File: src/sahu_pkg.sv
`default_nettype none

package sahu_pkg;

    localparam int TABLE_SLOTS_DEF = 512;

    localparam int SLOT_W     = 9;
    localparam int TIME_W     = 32;
    localparam int DELAY_W    = 16;
    localparam int USE_W      = 10;
    localparam int CFG_IDX_W  = 2;
    localparam int CFG_DATA_W = 16;

    localparam logic [SLOT_W-1:0]  FIRST_SLOT_RST   = SLOT_W'(33);
    localparam logic [DELAY_W-1:0] EARLY_WINDOW_RST = DELAY_W'(2000);
    localparam logic [DELAY_W-1:0] REUSE_DELAY_RST  = DELAY_W'(500);

    localparam logic [CFG_IDX_W-1:0] CFG_FIRST_SLOT   = CFG_IDX_W'(0);
    localparam logic [CFG_IDX_W-1:0] CFG_EARLY_WINDOW = CFG_IDX_W'(1);
    localparam logic [CFG_IDX_W-1:0] CFG_REUSE_DELAY  = CFG_IDX_W'(2);

    localparam logic MODE_ALLOC = 1'b0;
    localparam logic MODE_FREE  = 1'b1;

    typedef struct packed {
        logic              mode;
        logic [SLOT_W-1:0] slot;
        logic [TIME_W-1:0] now;
    } req_t;

    typedef struct packed {
        logic [SLOT_W-1:0] granted_slot;
        logic              grew;
        logic              overflow;
    } rsp_t;

    typedef struct packed {
        logic              free;
        logic [TIME_W-1:0] stamp;
    } entry_t;

    typedef enum logic [1:0] {
        ST_IDLE,
        ST_SCAN,
        ST_SEEK,
        ST_RESULT
    } state_t;

endpackage

`default_nettype wire

File: src/sahu_cell.sv
`default_nettype none

module sahu_cell (
    input  wire logic             clk,
    input  wire logic             rst_n,
    input  wire logic             shift,
    input  wire logic             load,
    input  wire sahu_pkg::entry_t shift_in,
    input  wire sahu_pkg::entry_t load_in,
    output sahu_pkg::entry_t      q
);

    logic                        free_reg;
    logic [sahu_pkg::TIME_W-1:0] stamp_reg;

    always_ff @(posedge clk or negedge rst_n)
    begin
        if (!rst_n)
        begin
            free_reg <= 1'b0;
        end
        else if (shift)
        begin
            free_reg <= shift_in.free;
        end
        else if (load)
        begin
            free_reg <= load_in.free;
        end
    end

    always_ff @(posedge clk)
    begin
        if (shift)
        begin
            stamp_reg <= shift_in.stamp;
        end
        else if (load)
        begin
            stamp_reg <= load_in.stamp;
        end
    end

    assign q.free  = free_reg;
    assign q.stamp = stamp_reg;

endmodule

`default_nettype wire

File: config.mk
export PLATFORM = sky130hd
export DESIGN_NAME = sahu_cell
export DESIGN_NICKNAME = d
export VERILOG_FILES = /design/src/sahu_pkg.sv /design/src/sahu_cell.sv
export SDC_FILE = /design/constraint.sdc
export NUM_CORES = 1
export LEC_CHECK = 0
export BUFFER_PORTS_ARGS = -buffer_cell sky130_fd_sc_hd__buf_2
export CAP_MARGIN = 10
export CORE_MARGIN = 2
export CORE_UTILIZATION = 41
export CTS_CLUSTER_SIZE = 14
export DETAILED_ROUTE_END_ITERATION = 12
export HOLD_SLACK_MARGIN = 0.15
export PLACE_DENSITY_LB_ADDON = 0.3
export SLEW_MARGIN = 10
export SYNTH_ARGS = -nofsm -noshare
export SYNTH_HDL_FRONTEND = slang
export SYNTH_SLANG_ARGS = --single-unit
File: constraint.sdc
create_clock -name clk -period 0.8 [get_ports clk]
set_input_delay 0.04 -clock clk [delete_from_list [all_inputs] [get_ports clk]]
set_output_delay 0.04 -clock clk [all_outputs]
set_load 0.03 [all_outputs]
[Word level (Yosys, flattened, before mapping)]
Cells that the tools add are included.
Storage, ports and cells
  bits in registers: 33
  logic and storage cells: 7
  output and inout bits: 33
  bits of input ports: 70
Cells by class
  mux-type cells: 4
  reduce and logical (&&, ||, !) cells: 1
Operators with widths (count)
  32-bit two-way mux: 2
  1-bit two-way mux: 2
  2-bit nonzero test: 1

[Depth between registers and ports, before layout]
Gate-level depths: netlist of the first run.
  word-level depth: 2
  gate-level depth with buffers: 4
  depth with buffers taken out: 2

[Worst setup path before layout of the first run]
Ideal clock, no wire load.
  path type: input-to-reg
  start: in shift
  end: reg stamp_reg[0] in the netlist's numbering, enable pin
  cell stages on the path: 3
  arrival: 0.785 ns
  data required time: 0.425 ns
  setup slack: -0.360 ns
  cells stage by stage: buf_6 -> buf_8 -> or2_2
Between the ends
  longest elaborated chain between the ends: 1
Ends and longest elaborated chain
  from (decl): line sahu_cell.sv:6  | input wire logic shift,
  2-bit nonzero test (no line)
  to (signal assigned): line sahu_cell.sv:36  | stamp_reg <= shift_in.stamp;
  to (signal assigned): line sahu_cell.sv:40  | stamp_reg <= load_in.stamp;
  to (decl): line sahu_cell.sv:14  | logic [sahu_pkg::TIME_W-1:0] stamp_reg;
No other way between the ends.
A chain may end at the register's enable or synchronous reset.

[Worst setup path in the final report of the first run]
  start: reg stamp_reg[13] in the netlist's numbering
  end: out q[13] in the netlist's numbering
RTL lines
  to (decl): line sahu_cell.sv:10  | output sahu_pkg::entry_t q
No word-level cell between the ends.

==> run_results.csv, run 1 <==
group,metric,value,unit
status,run_status,"finished, violations left",
status,failed_checks,"negative setup slack",
synthesis,sequential_share_of_the_synthesized_area,0.638,
synthesis,synthesis.yosys.warnings,0,
layout,ratio_of_cells_with_drive_above_1_in_the_final_layout,0.777,
floorplanning,floorplan.rows,22,
synthesis,synth_seq_cells,33,
critical_path,slowest_stage,"sky130_fd_sc_hd__edfxtp_1",
clock_network,cts.hold.buffers_added,4,
synthesis,synthDistinctLibCells,12,
clock_network,numClockSinks,33,
sta,finalCritPeriodShare,1.09,
detailed_routing,drt_first_iter_violations,23,
critical_path,crit_required,0.76,ns
floorplanning,core_region_area,0.00363,mm²
clock_network,cts.reportedPaths.clkPinSlew,0.07,ns
layout,largest_register_ffs,32,
global_routing,grt_start_max_net_pins,33,
clock_network,insertion_delay,0.27,ns
global_routing,grt-ovfl-total,0,
global_routing,global_route_wire_length_before_repair,4670,µm
critical_path,setup.worst_path.class,"flop to primary output",
detailed_routing,routed_wire_length_per_instance,13.0,µm
detailed_routing,dr_total_vias,1045,
sta,finalHoldViolations,0,
detailed_routing,tritonroute_pass_1_iters,4,
worst_hold_path,timing.hold.worst_path_depth,2,
layout,final.fill_count,274,
layout,multi_input_comb_area,489,µm²
critical_path,cpLargestDelayFamily,"flip-flops",
clock_network,cts_root_buffer,"sky130_fd_sc_hd__clkbuf_8",
placement,gp_congestion,0.649,
synthesis,post_synthesis_net_count,144,
sta,rsz0062_at_grt,"yes",
synthesis,mappedNetlistArea,0.00155,mm²
detailed_routing,antenna_left,0,
sta,skew,0,ns
sta,setup_violations,33,
floorplanning,die_width,65.4,µm
power_and_ir_drop,vdd_ir_drop_max,1.25,mV
detailed_routing,total_routed_wirelength,3080,µm
layout,ff_latch_area,986,µm²
sta,setup_slack,-0.0755,ns
sta,achievable-frequency,1140,MHz
critical_path,critical_path.startpoint_type,"flop",
detailed_routing,vias_per_cell,4.43,
synthesis,dominantRegCellSynth,"sky130_fd_sc_hd__edfxtp_1",
clock_network,cts.htree.levels,2,
placement,post-dp-hpwl,2290,µm
layout,postLayoutCoreUtil,0.670,
global_routing,gr-usage-all-layers,0.149,
critical_path,cp_cell_instances,"buf_6",
layout,area_growth,57.5,%
detailed_routing,route.detailed.drc,0,
synthesis,synthDominantAreaCellType,"sky130_fd_sc_hd__edfxtp_1",
global_routing,vias_in_the_first_global_route,1079,
synthesis,asyncSetResetFlopFracSynth,0.0303,
synthesis,synth.most_common_cell,"sky130_fd_sc_hd__edfxtp_1",
sta,layout_min_cycle_time,0.875,ns
clock_network,post_cts_buffers,0,
sta,final_max_slew_viol_count,0,
sta,maxSlewHeadroom,0.715,
critical_path,cp.depth,1,
global_routing,antenna_violations_before_repair,0,
clock_network,cts_tree,"built",
clock_network,clock_path_buffers,2,
critical_path,critical_path.max_fanout,1,
floorplanning,die_area,0.00428,mm²
critical_path,ff2ff_path_depth,2,
placement,number_of_buffers_inserted_by_port_buffering,102,
power_and_ir_drop,power_leakage,1.16,nW
synthesis,synth_area_per_cell,20.9,µm²
layout,nNetsFinal,257,
critical_path,timing.critical_path.buf_inv,1,
synthesis,synth_commonest_cells,"sky130_fd_sc_hd__edfxtp_1, sky130_fd_sc_hd__mux2_4, sky130_fd_sc_hd__mux2_2",
layout,antenna-diode-count,0,
synthesis,synth_edf_count,32,
floorplanning,start_util,0.426,
flow_run,timing.max_cap.violations,0,
critical_path,crit_path_max_incr_delay,0.40,ns
critical_path,crit_arrival,0.84,ns
synthesis,post_synth_inst_count,74,
critical_path,worstSetupEndpointType,"primary output",
power_and_ir_drop,fin_total_pwr,4.63,mW
synthesis,yosys.area.top_type_share,0.621,
floorplanning,floorplan.io_pins,103,
floorplanning,dieHeight,65.4,µm
worst_hold_path,type_of_the_most_critical_hold_path,"primary input to flop",
sta,max_slew.worst_pin.slew,0.427,ns
synthesis,synth.top_cells.by_area,"sky130_fd_sc_hd__edfxtp_1, sky130_fd_sc_hd__mux2_4, sky130_fd_sc_hd__mux2_2, sky130_fd_sc_hd__buf_12, sky130_fd_sc_hd__dfrtp_1",
clock_network,number_of_clock_buffers_inserted_by_tritoncts,5,
power_and_ir_drop,power_density,1900,mW/mm²
[through the flow]
stage	instances	TNS (ns)	hold WS, ns	setup WS (ns)	instance area [µm²]
finish	236	-1.52	0.0606	-0.0755	2440
global placement	224	-10.95	-0.185	-0.193	2110
floorplan	74	-5.94	-0.256	-0.152	1560
detailed placement	224	-12.39	-0.184	-0.216	2110
global route	236	-2.62	0.0453	-0.111	2440
CTS	236	-1.89	0.0543	-0.0951	2440
[cell families after synthesis]
kind of cell / count (synthesis) / synth area share
muxes: 33 / 0.305
buffers and inverters: 5 / 0.0477
DFF: 33 / 0.638
AOI/OAI and AO/OA: 1 / 0.00323
and+or+nand+nor: 2 / 0.00647
[path summary, 6_finish.rpt]
path | to | slack (ns) | startpoint
setup / recovery | q[13] | -0.08 | stamp_reg[13]$_DFFE_PP_
hold / removal | stamp_reg[19]$_DFFE_PP_ | 0.06 | shift_in[19]
setup reg to reg | free_reg$_DFFE_PN0P_ | 0.07 | free_reg$_DFFE_PN0P_
hold reg to reg | free_reg$_DFFE_PN0P_ | 0.60 | free_reg$_DFFE_PN0P_
max in group asynchronous | free_reg$_DFFE_PN0P_ | 0.08 | rst_n
min in group asynchronous | free_reg$_DFFE_PN0P_ | 0.62 | rst_n
[where the power goes]
part / total (mW) / switching (mW) / leakage [nW] / internal, mW
clock: 1.13 / 0.548 / 0.0430 / 0.584
combinational: 1.29 / 0.612 / 0.775 / 0.677
sequential: 2.21 / 0.0870 / 0.338 / 2.12
total: 4.63 / 1.25 / 1.16 / 3.38
[cell usage in the layout (no fill, tap or decap), types with 2 or more instances in the layout]
cell / netlist / final
sky130_fd_sc_hd__buf_4: 1 / 3
sky130_fd_sc_hd__mux2_2: 5 / 5
sky130_fd_sc_hd__buf_12: 2 / 2
sky130_fd_sc_hd__mux2_4: 27 / 27
sky130_fd_sc_hd__clkbuf_8: 0 / 5
sky130_fd_sc_hd__buf_2: 0 / 69
sky130_fd_sc_hd__clkinv_1: 0 / 2
sky130_fd_sc_hd__dlygate4sd3_1: 0 / 4
sky130_fd_sc_hd__edfxtp_1: 32 / 32
sky130_fd_sc_hd__buf_6: 1 / 33
[worst reg2reg max path, cell delays in order, from the launching register on]
cell and delay [ns]:
sky130_fd_sc_hd__dfrtp_1 0.39, sky130_fd_sc_hd__mux2i_1 0.15, sky130_fd_sc_hd__o21ai_1 0.08
[repair_timing]
| action | in CTS | in global routing |
|---|---|---|
| cloned | 0 | 0 |
| gates resized for setup | 66 | 1 |
| endpoints found under the hold margin | 34 | 32 |
| setup endpoints to repair | 33 | 34 |
| pin swaps | 0 | 0 |
[layout make-up]
type	count	area share
flip-flops and latches	33	0.405
clock buffers	5	0.0282
clock inverters	3	0.00514
multi-input cells	36	0.201
repair buffers	111	0.336
well taps	48	0.0247
[per-layer routing]
layer | wire length [µm] | vias up | GRT usage
met5 | 0 | - | 0
met3 | 284 | 8 | 0.0599
met4 | 74 | 0 | 0.0703
li1 | - | 508 | -
met2 | 1620 | 55 | 0.260
met1 | 1090 | 474 | 0.157
(Power assumes the default switching activity.)
==> inputs of run 2 (changes only) <==
--- a/config.mk
+++ b/config.mk
@@ -6,7 +6,8 @@
 export NUM_CORES = 1
 export LEC_CHECK = 0
 export BUFFER_PORTS_ARGS = -buffer_cell sky130_fd_sc_hd__buf_2
-export CAP_MARGIN = 10
+export CAP_MARGIN = 40
+export CORE_ASPECT_RATIO = 0.9
 export CORE_MARGIN = 2
 export CORE_UTILIZATION = 41
 export CTS_CLUSTER_SIZE = 14
==> run 2 against run 1 <==
Against the previous run:
- the flow still finishes with violations (negative setup slack)
- critical path depth did not move
- clock power barely moved
- routed wire length rose by 1.4%
- worst setup slack improved by 0.0022 ns
- final cell count fell by 1.3%
- design area fell by 0.36%
- combinational power barely moved
- global-route usage rose by 0.52 points
- clock skew did not move
- utilization fell by 1.1 points
- critical path type unchanged
- highest routed layer unchanged
==> run_results.csv, run 2 (synthesized netlist as in run 1, its figures left out) <==
group,metric,value,unit
status,run_status,"finished, violations left",
status,failed_checks,"negative setup slack",
power_and_ir_drop,p_clk_frac,0.247,
power_and_ir_drop,total_switching_power,1.24,mW
sta,fin_hold_ws,0.0641,ns
global_routing,gr-usage-all-layers,0.155,
detailed_routing,total_routed_wirelength,3120,µm
clock_network,number_of_clock_buffers_inserted_by_tritoncts,5,
layout,postLayoutCoreUtil,0.660,
sta,rsz0062_at_grt,"yes",
critical_path,critical_path.startpoint_type,"flop",
layout,finalInstanceArea,0.00243,mm²
clock_network,numClockSinks,33,
clock_network,clock_path_buffers,2,
clock_network,cts.htree.levels,2,
sta,setup_slack,-0.0733,ns
critical_path,setup.worst_path.class,"flop to primary output",
sta,finalCritPeriodShare,1.09,
critical_path,crit_arrival,0.83,ns
global_routing,grt-ovfl-total,0,
detailed_routing,drt_first_iter_violations,57,
sta,maxSlewHeadroom,0.709,
detailed_routing,route.detailed.drc,0,
placement,post-dp-hpwl,2280,µm
power_and_ir_drop,cell_internal_pwr,3.40,mW
sta,max_slew.worst_pin.slew,0.437,ns
power_and_ir_drop,power.share.switching,0.268,
power_and_ir_drop,fin_total_pwr,4.64,mW
clock_network,insertion_delay,0.27,ns
clock_network,cts_root_buffer,"sky130_fd_sc_hd__clkbuf_8",
critical_path,timing.reg2reg.setup_slack,0.09,ns
floorplanning,floorplan.rows,21,
layout,post_layout_nonfiller_instances,233,
floorplanning,core_region_area,0.00368,mm²
worst_hold_path,type_of_the_most_critical_hold_path,"primary input to flop",
critical_path,timing.critical_path.buf_inv,1,
critical_path,cp_cell_instances,"buf_6",
global_routing,antenna_violations_before_repair,0,
sta,skew,0,ns
power_and_ir_drop,power_density,1910,mW/mm²
floorplanning,start_util,0.420,
power_and_ir_drop,vdd_ir_drop_max,1.14,mV
layout,nNetsFinal,256,
layout,layout_common_cells,"sky130_fd_sc_hd__buf_2, sky130_fd_sc_hd__buf_6, sky130_fd_sc_hd__edfxtp_1",
clock_network,post_cts_buffers,0,
placement,place.detailed.instances,221,
detailed_routing,routed_wire_length_per_instance,13.4,µm
layout,antenna-diode-count,0,
detailed_routing,tritonroute_pass_1_iters,4,
sta,finalHoldViolations,0,
critical_path,cpLargestDelayFamily,"flip-flops",
detailed_routing,dr_total_vias,1041,
global_routing,vias_in_the_first_global_route,1069,
critical_path,critical_path.max_fanout,1,
clock_network,cts_tree,"built",
sta,setup_violations,33,
global_routing,global_route_wire_length_before_repair,4740,µm
detailed_routing,antenna_left,0,
placement,minimum_setup_slack_after_placement,-0.214,ns
floorplanning,dieHeight,62.3,µm
detailed_routing,vias_per_cell,4.47,
clock_network,cts.hold.buffers_added,4,
layout,mostFrequentLayoutCell,"sky130_fd_sc_hd__buf_2",
sta,achievable-frequency,1150,MHz
layout,final.fill_count,286,
sta,final_max_slew_viol_count,0,
placement,placement.cell_area,0.00210,mm²
sta,setup_total_neg_slack,-1.57,ns
global_routing,grt_start_max_net_pins,33,
power_and_ir_drop,combinationalPowerShare,0.276,
clock_network,cts.reportedPaths.clkPinSlew,0.06,ns
floorplanning,die_width,68.7,µm
layout,largest_register_ffs,32,
critical_path,crit_required,0.76,ns
power_and_ir_drop,sequentialPowerShare,0.477,
sta,layout_min_cycle_time,0.873,ns
floorplanning,die_area,0.00428,mm²
placement,gp_congestion,0.692,
placement,number_of_buffers_inserted_by_port_buffering,102,
layout,area_growth,57.0,%
layout,ratio_of_cells_with_drive_above_1_in_the_final_layout,0.781,
flow_run,timing.max_cap.violations,0,
critical_path,crit_path_max_incr_delay,0.41,ns
floorplanning,floorplan.io_pins,103,
critical_path,slowest_stage,"sky130_fd_sc_hd__edfxtp_1",
power_and_ir_drop,power_leakage,1.15,nW
critical_path,worstSetupEndpointType,"primary output",
run 2: cell count changes in the layout (fill, tap and decap cells not counted):
cell | before | now
sky130_fd_sc_hd__o21ai_1 | 1 | 0
sky130_fd_sc_hd__clkinv_2 | 1 | 2
sky130_fd_sc_hd__clkinv_1 | 2 | 0
sky130_fd_sc_hd__clkbuf_1 | 0 | 1
sky130_fd_sc_hd__o21ai_0 | 0 | 1
sky130_fd_sc_hd__buf_4 | 3 | 2
run 2: worst paths after layout:
kind,start,end,cells past startpoint
hold / removal,load_in[3],stamp_reg[3]$_DFFE_PP_,2
min in group asynchronous,rst_n,free_reg$_DFFE_PN0P_,3
max in group asynchronous,rst_n,free_reg$_DFFE_PN0P_,3
hold reg to reg,free_reg$_DFFE_PN0P_,free_reg$_DFFE_PN0P_,2
setup / recovery,stamp_reg[23]$_DFFE_PP_,q[23],1
setup reg to reg,free_reg$_DFFE_PN0P_,free_reg$_DFFE_PN0P_,2
run 2: layout make-up:
class / count / area (µm²) / area share
timing repair buffer: 110 / 812 / 0.335
tap: 46 / 57.6 / 0.0237
sequential: 33 / 986 / 0.406
multi-input combinational: 36 / 489 / 0.202
clock buffer: 6 / 72.6 / 0.0299
clock inverter: 2 / 10.0 / 0.00412
run 2: timing repair:
action | CTS | global route
endpoints found under the hold margin | 34 | 32
gates resized for setup | 66 | 0
cloned | 0 | 0
endpoints found under the setup margin | 33 | 33
run 2: power groups by stage:
stage | clock network, mW | registers [mW] | logic, mW
floorplan | 0 | 2.59 | 0.320
global placement | 0 | 2.19 | 1.05
detailed placement | 0 | 2.20 | 1.06
CTS | 1.21 | 2.22 | 1.29
global route | 1.31 | 2.23 | 1.35
finish | 1.15 | 2.21 | 1.28
run 2: routing by layer:
| layer | track usage | share of wire |
|---|---|---|
| met4 | 0.0662 | 0.0093 |
| met1 | 0.170 | 0.38 |
| met2 | 0.252 | 0.53 |
| met5 | 0 | 0 |
| met3 | 0.0688 | 0.083 |
==> inputs of run 3 (changes only) <==
--- a/config.mk
+++ b/config.mk
@@ -5,6 +5,7 @@
 export SDC_FILE = /design/constraint.sdc
 export NUM_CORES = 1
 export LEC_CHECK = 0
+export ABC_AREA = 1
 export BUFFER_PORTS_ARGS = -buffer_cell sky130_fd_sc_hd__buf_2
 export CAP_MARGIN = 40
 export CORE_ASPECT_RATIO = 0.9
==> run 3 against run 2 <==
Against the previous run:
- worst hold slack got worse by 0.0025 ns
- highest routed layer unchanged
- final cell count increased by 55%
- routed wire length increased by 61%
- combinational power up 18%
- count of clock-buffer cells in the layout is the same
- the flow still finishes with violations (negative setup slack)
- clock skew did not move
- non-clock buffer count rose by 63
==> run_results.csv, run 3 <==
group,metric,value,unit
status,run_status,"finished, violations left",
status,failed_checks,"negative setup slack",
synthesis,yosys.area.top_type_share,0.646,
placement,gp_congestion,0.675,
global_routing,gr-usage-all-layers,0.258,
layout,ratio_of_cells_with_drive_above_1_in_the_final_layout,0.401,
power_and_ir_drop,total_switching_power,1.39,mW
layout,antenna-diode-count,0,
clock_network,cts.reportedPaths.clkPinSlew,0.06,ns
global_routing,grt-ovfl-total,0,
worst_hold_path,type_of_the_most_critical_hold_path,"primary input to flop",
sta,final_max_slew_viol_count,0,
synthesis,synth_area_per_cell,10.3,µm²
sta,setup_violations,33,
global_routing,grt_start_max_net_pins,34,
critical_path,crit_path_max_incr_delay,0.41,ns
critical_path,cpLargestDelayFamily,"flip-flops",
floorplanning,floorplan.io_pins,103,
critical_path,slowest_stage,"sky130_fd_sc_hd__edfxtp_1",
power_and_ir_drop,power.share.switching,0.267,
clock_network,insertion_delay,0.28,ns
synthesis,post_synthesis_net_count,214,
detailed_routing,antenna_left,0,
clock_network,number_of_clock_buffers_inserted_by_tritoncts,5,
sta,maxSlewHeadroom,0.847,
critical_path,timing.critical_path.buf_inv,1,
layout,area_growth,105,%
critical_path,setup.worst_path.class,"flop to primary output",
sta,rsz0062_at_grt,"yes",
critical_path,crit_required,0.76,ns
clock_network,cts.htree.levels,2,
clock_network,cts_tree,"built",
sta,achievable-frequency,1120,MHz
clock_network,numClockSinks,33,
sta,setup_total_neg_slack,-1.86,ns
detailed_routing,route.detailed.drc,0,
detailed_routing,total_routed_wirelength,5010,µm
placement,number_of_buffers_inserted_by_port_buffering,102,
floorplanning,start_util,0.434,
floorplanning,core_region_area,0.00343,mm²
critical_path,crit_arrival,0.85,ns
power_and_ir_drop,p_clk_frac,0.284,
detailed_routing,routed_wire_length_per_instance,13.9,µm
synthesis,synthesis.yosys.warnings,0,
power_and_ir_drop,power_density,1700,mW/mm²
clock_network,cts.hold.buffers_added,68,
critical_path,cp_cell_instances,"buf_6",
sta,max_slew.worst_pin.slew,0.229,ns
layout,post_layout_nonfiller_instances,361,
global_routing,global_route_wire_length_before_repair,7400,µm
synthesis,synth_commonest_cells,"sky130_fd_sc_hd__nand2_1, sky130_fd_sc_hd__edfxtp_1, sky130_fd_sc_hd__nand2_2",
detailed_routing,drt_first_iter_violations,70,
critical_path,ff2ff_path_depth,2,
sta,finalHoldViolations,0,
synthesis,synthDominantAreaCellType,"sky130_fd_sc_hd__edfxtp_1",
worst_hold_path,timing.hold.worst_path_depth,3,
synthesis,synth_edf_count,32,
power_and_ir_drop,vdd_ir_drop_max,1.51,mV
global_routing,antenna_violations_before_repair,0,
layout,mostFrequentLayoutCell,"sky130_fd_sc_hd__nand2_1",
power_and_ir_drop,cell_internal_pwr,3.81,mW
sta,layout_min_cycle_time,0.895,ns
floorplanning,die_area,0.00412,mm²
synthesis,sequential_share_of_the_synthesized_area,0.663,
floorplanning,floorplan.rows,20,
synthesis,synth.top_cells.by_area,"sky130_fd_sc_hd__edfxtp_1, sky130_fd_sc_hd__nand2_1, sky130_fd_sc_hd__nand2_2, sky130_fd_sc_hd__buf_6, sky130_fd_sc_hd__buf_4",
placement,post-dp-hpwl,2450,µm
synthesis,synth.most_common_cell,"sky130_fd_sc_hd__nand2_1",
layout,layout_common_cells,"sky130_fd_sc_hd__nand2_1, sky130_fd_sc_hd__buf_2, sky130_fd_sc_hd__dlygate4sd3_1",
synthesis,dominantRegCellSynth,"sky130_fd_sc_hd__edfxtp_1",
layout,largest_register_ffs,32,
sta,skew,0,ns
placement,place.detailed.instances,286,
critical_path,critical_path.startpoint_type,"flop",
sta,setup_slack,-0.0945,ns
power_and_ir_drop,combinationalPowerShare,0.290,
flow_run,timing.max_cap.violations,0,
synthesis,mappedNetlistArea,0.00149,mm²
synthesis,asyncSetResetFlopFracSynth,0.0303,
detailed_routing,tritonroute_pass_1_iters,4,
detailed_routing,dr_total_vias,1609,
detailed_routing,vias_per_cell,4.46,
floorplanning,die_width,67.5,µm
global_routing,vias_in_the_first_global_route,1716,
synthesis,synthDistinctLibCells,11,
layout,nNetsFinal,386,
floorplanning,dieHeight,61.1,µm
power_and_ir_drop,sequentialPowerShare,0.426,
clock_network,cts_root_buffer,"sky130_fd_sc_hd__clkbuf_8",
synthesis,post_synth_inst_count,144,
clock_network,clock_path_buffers,2,
critical_path,critical_path.max_fanout,1,
power_and_ir_drop,power_leakage,1.52,nW
critical_path,cp.depth,1,
synthesis,synth_seq_cells,33,
critical_path,worstSetupEndpointType,"primary output",
sta,finalCritPeriodShare,1.12,
==> run 3: cell count changes in the layout (fill, tap and decap cells not counted), sizes merged, moves of 2 or more <==
cell,before,now
nand2,1,98
dlymetal6s4s,0,5
nand3,0,2
mux2,32,0
dlygate4sd3,4,63
==> run 3: timing repair <==
| item | 4_1_cts | 5_1_grt |
|---|---|---|
| buffers inserted | 0 | 0 |
| pin swaps | 0 | 2 |
| endpoints found under the setup margin | 33 | 41 |
| hold endpoints to repair | 34 | 1 |
| gates resized for setup | 66 | 8 |
==> run 3: metrics by stage <==
step	worst slack [ns]	power [mW]	utilization	hold slack, ns	area [µm²]
after floorplan	-0.292	2.84	-	-0.256	1510
after global placement	-0.0791	3.19	0.595	-0.185	2040
after detailed placement	-0.0988	3.21	0.595	-0.183	2040
after CTS	-0.0990	5.18	0.885	0.0562	3030
after global routing	-0.124	5.40	0.889	0.102	3050
final	-0.0945	5.19	0.889	0.0615	3050
==> run 3: power groups by stage <==
stage | combinational (mW) | sequential, mW | clock (mW)
final | 1.51 | 2.21 | 1.48
after global routing | 1.59 | 2.23 | 1.58
after CTS | 1.48 | 2.21 | 1.50
after detailed placement | 1.01 | 2.20 | 0
after global placement | 0.998 | 2.19 | 0
after floorplan | 0.248 | 2.59 | 0
==> run 3: worst reg2reg max path: stages, from the launching register on <==
cell and delay, ns:
sky130_fd_sc_hd__dfrtp_1 0.40, sky130_fd_sc_hd__nand2_1 0.09, sky130_fd_sc_hd__nand3_1 0.06
==> run 3: final cells by class <==
class	instances	area [µm²]
fill	151	380
inverter	2	18.8
multi-input combinational	101	422
tap	44	55.1
timing repair buffer	173	1460
sequential	33	986
clock buffer	6	72.6
clock inverter	2	33.8
==> run 3: final timing paths <==
path,start,end,slack [ns]
setup reg to reg,free_reg$_DFFE_PN0P_,free_reg$_DFFE_PN0P_,0.14
min in group asynchronous,rst_n,free_reg$_DFFE_PN0P_,0.61
hold reg to reg,free_reg$_DFFE_PN0P_,free_reg$_DFFE_PN0P_,0.55
max in group asynchronous,rst_n,free_reg$_DFFE_PN0P_,0.09
setup / recovery,stamp_reg[3]$_DFFE_PP_,q[3],-0.09
hold / removal,load,free_reg$_DFFE_PN0P_,0.06
==> run 3: cells by family (layout without fill, tap and decap cells) <==
family                 count (synthesis)  in the layout  share of synthesized area
and+or+nand+nor                      101            101                      0.274
DFF                                   33             33                      0.663
buffers and inverters                 10            183                     0.0631
==> run 3: per-layer routing <==
| layer | wire length [µm] | part of all wire | track usage |
|---|---|---|---|
| met1 | 1640 | 0.33 | 0.215 |
| met2 | 2990 | 0.60 | 0.542 |
| met3 | 230 | 0.046 | 0.0622 |
| met4 | 150 | 0.030 | 0.146 |
| met5 | 0 | 0 | 0 |
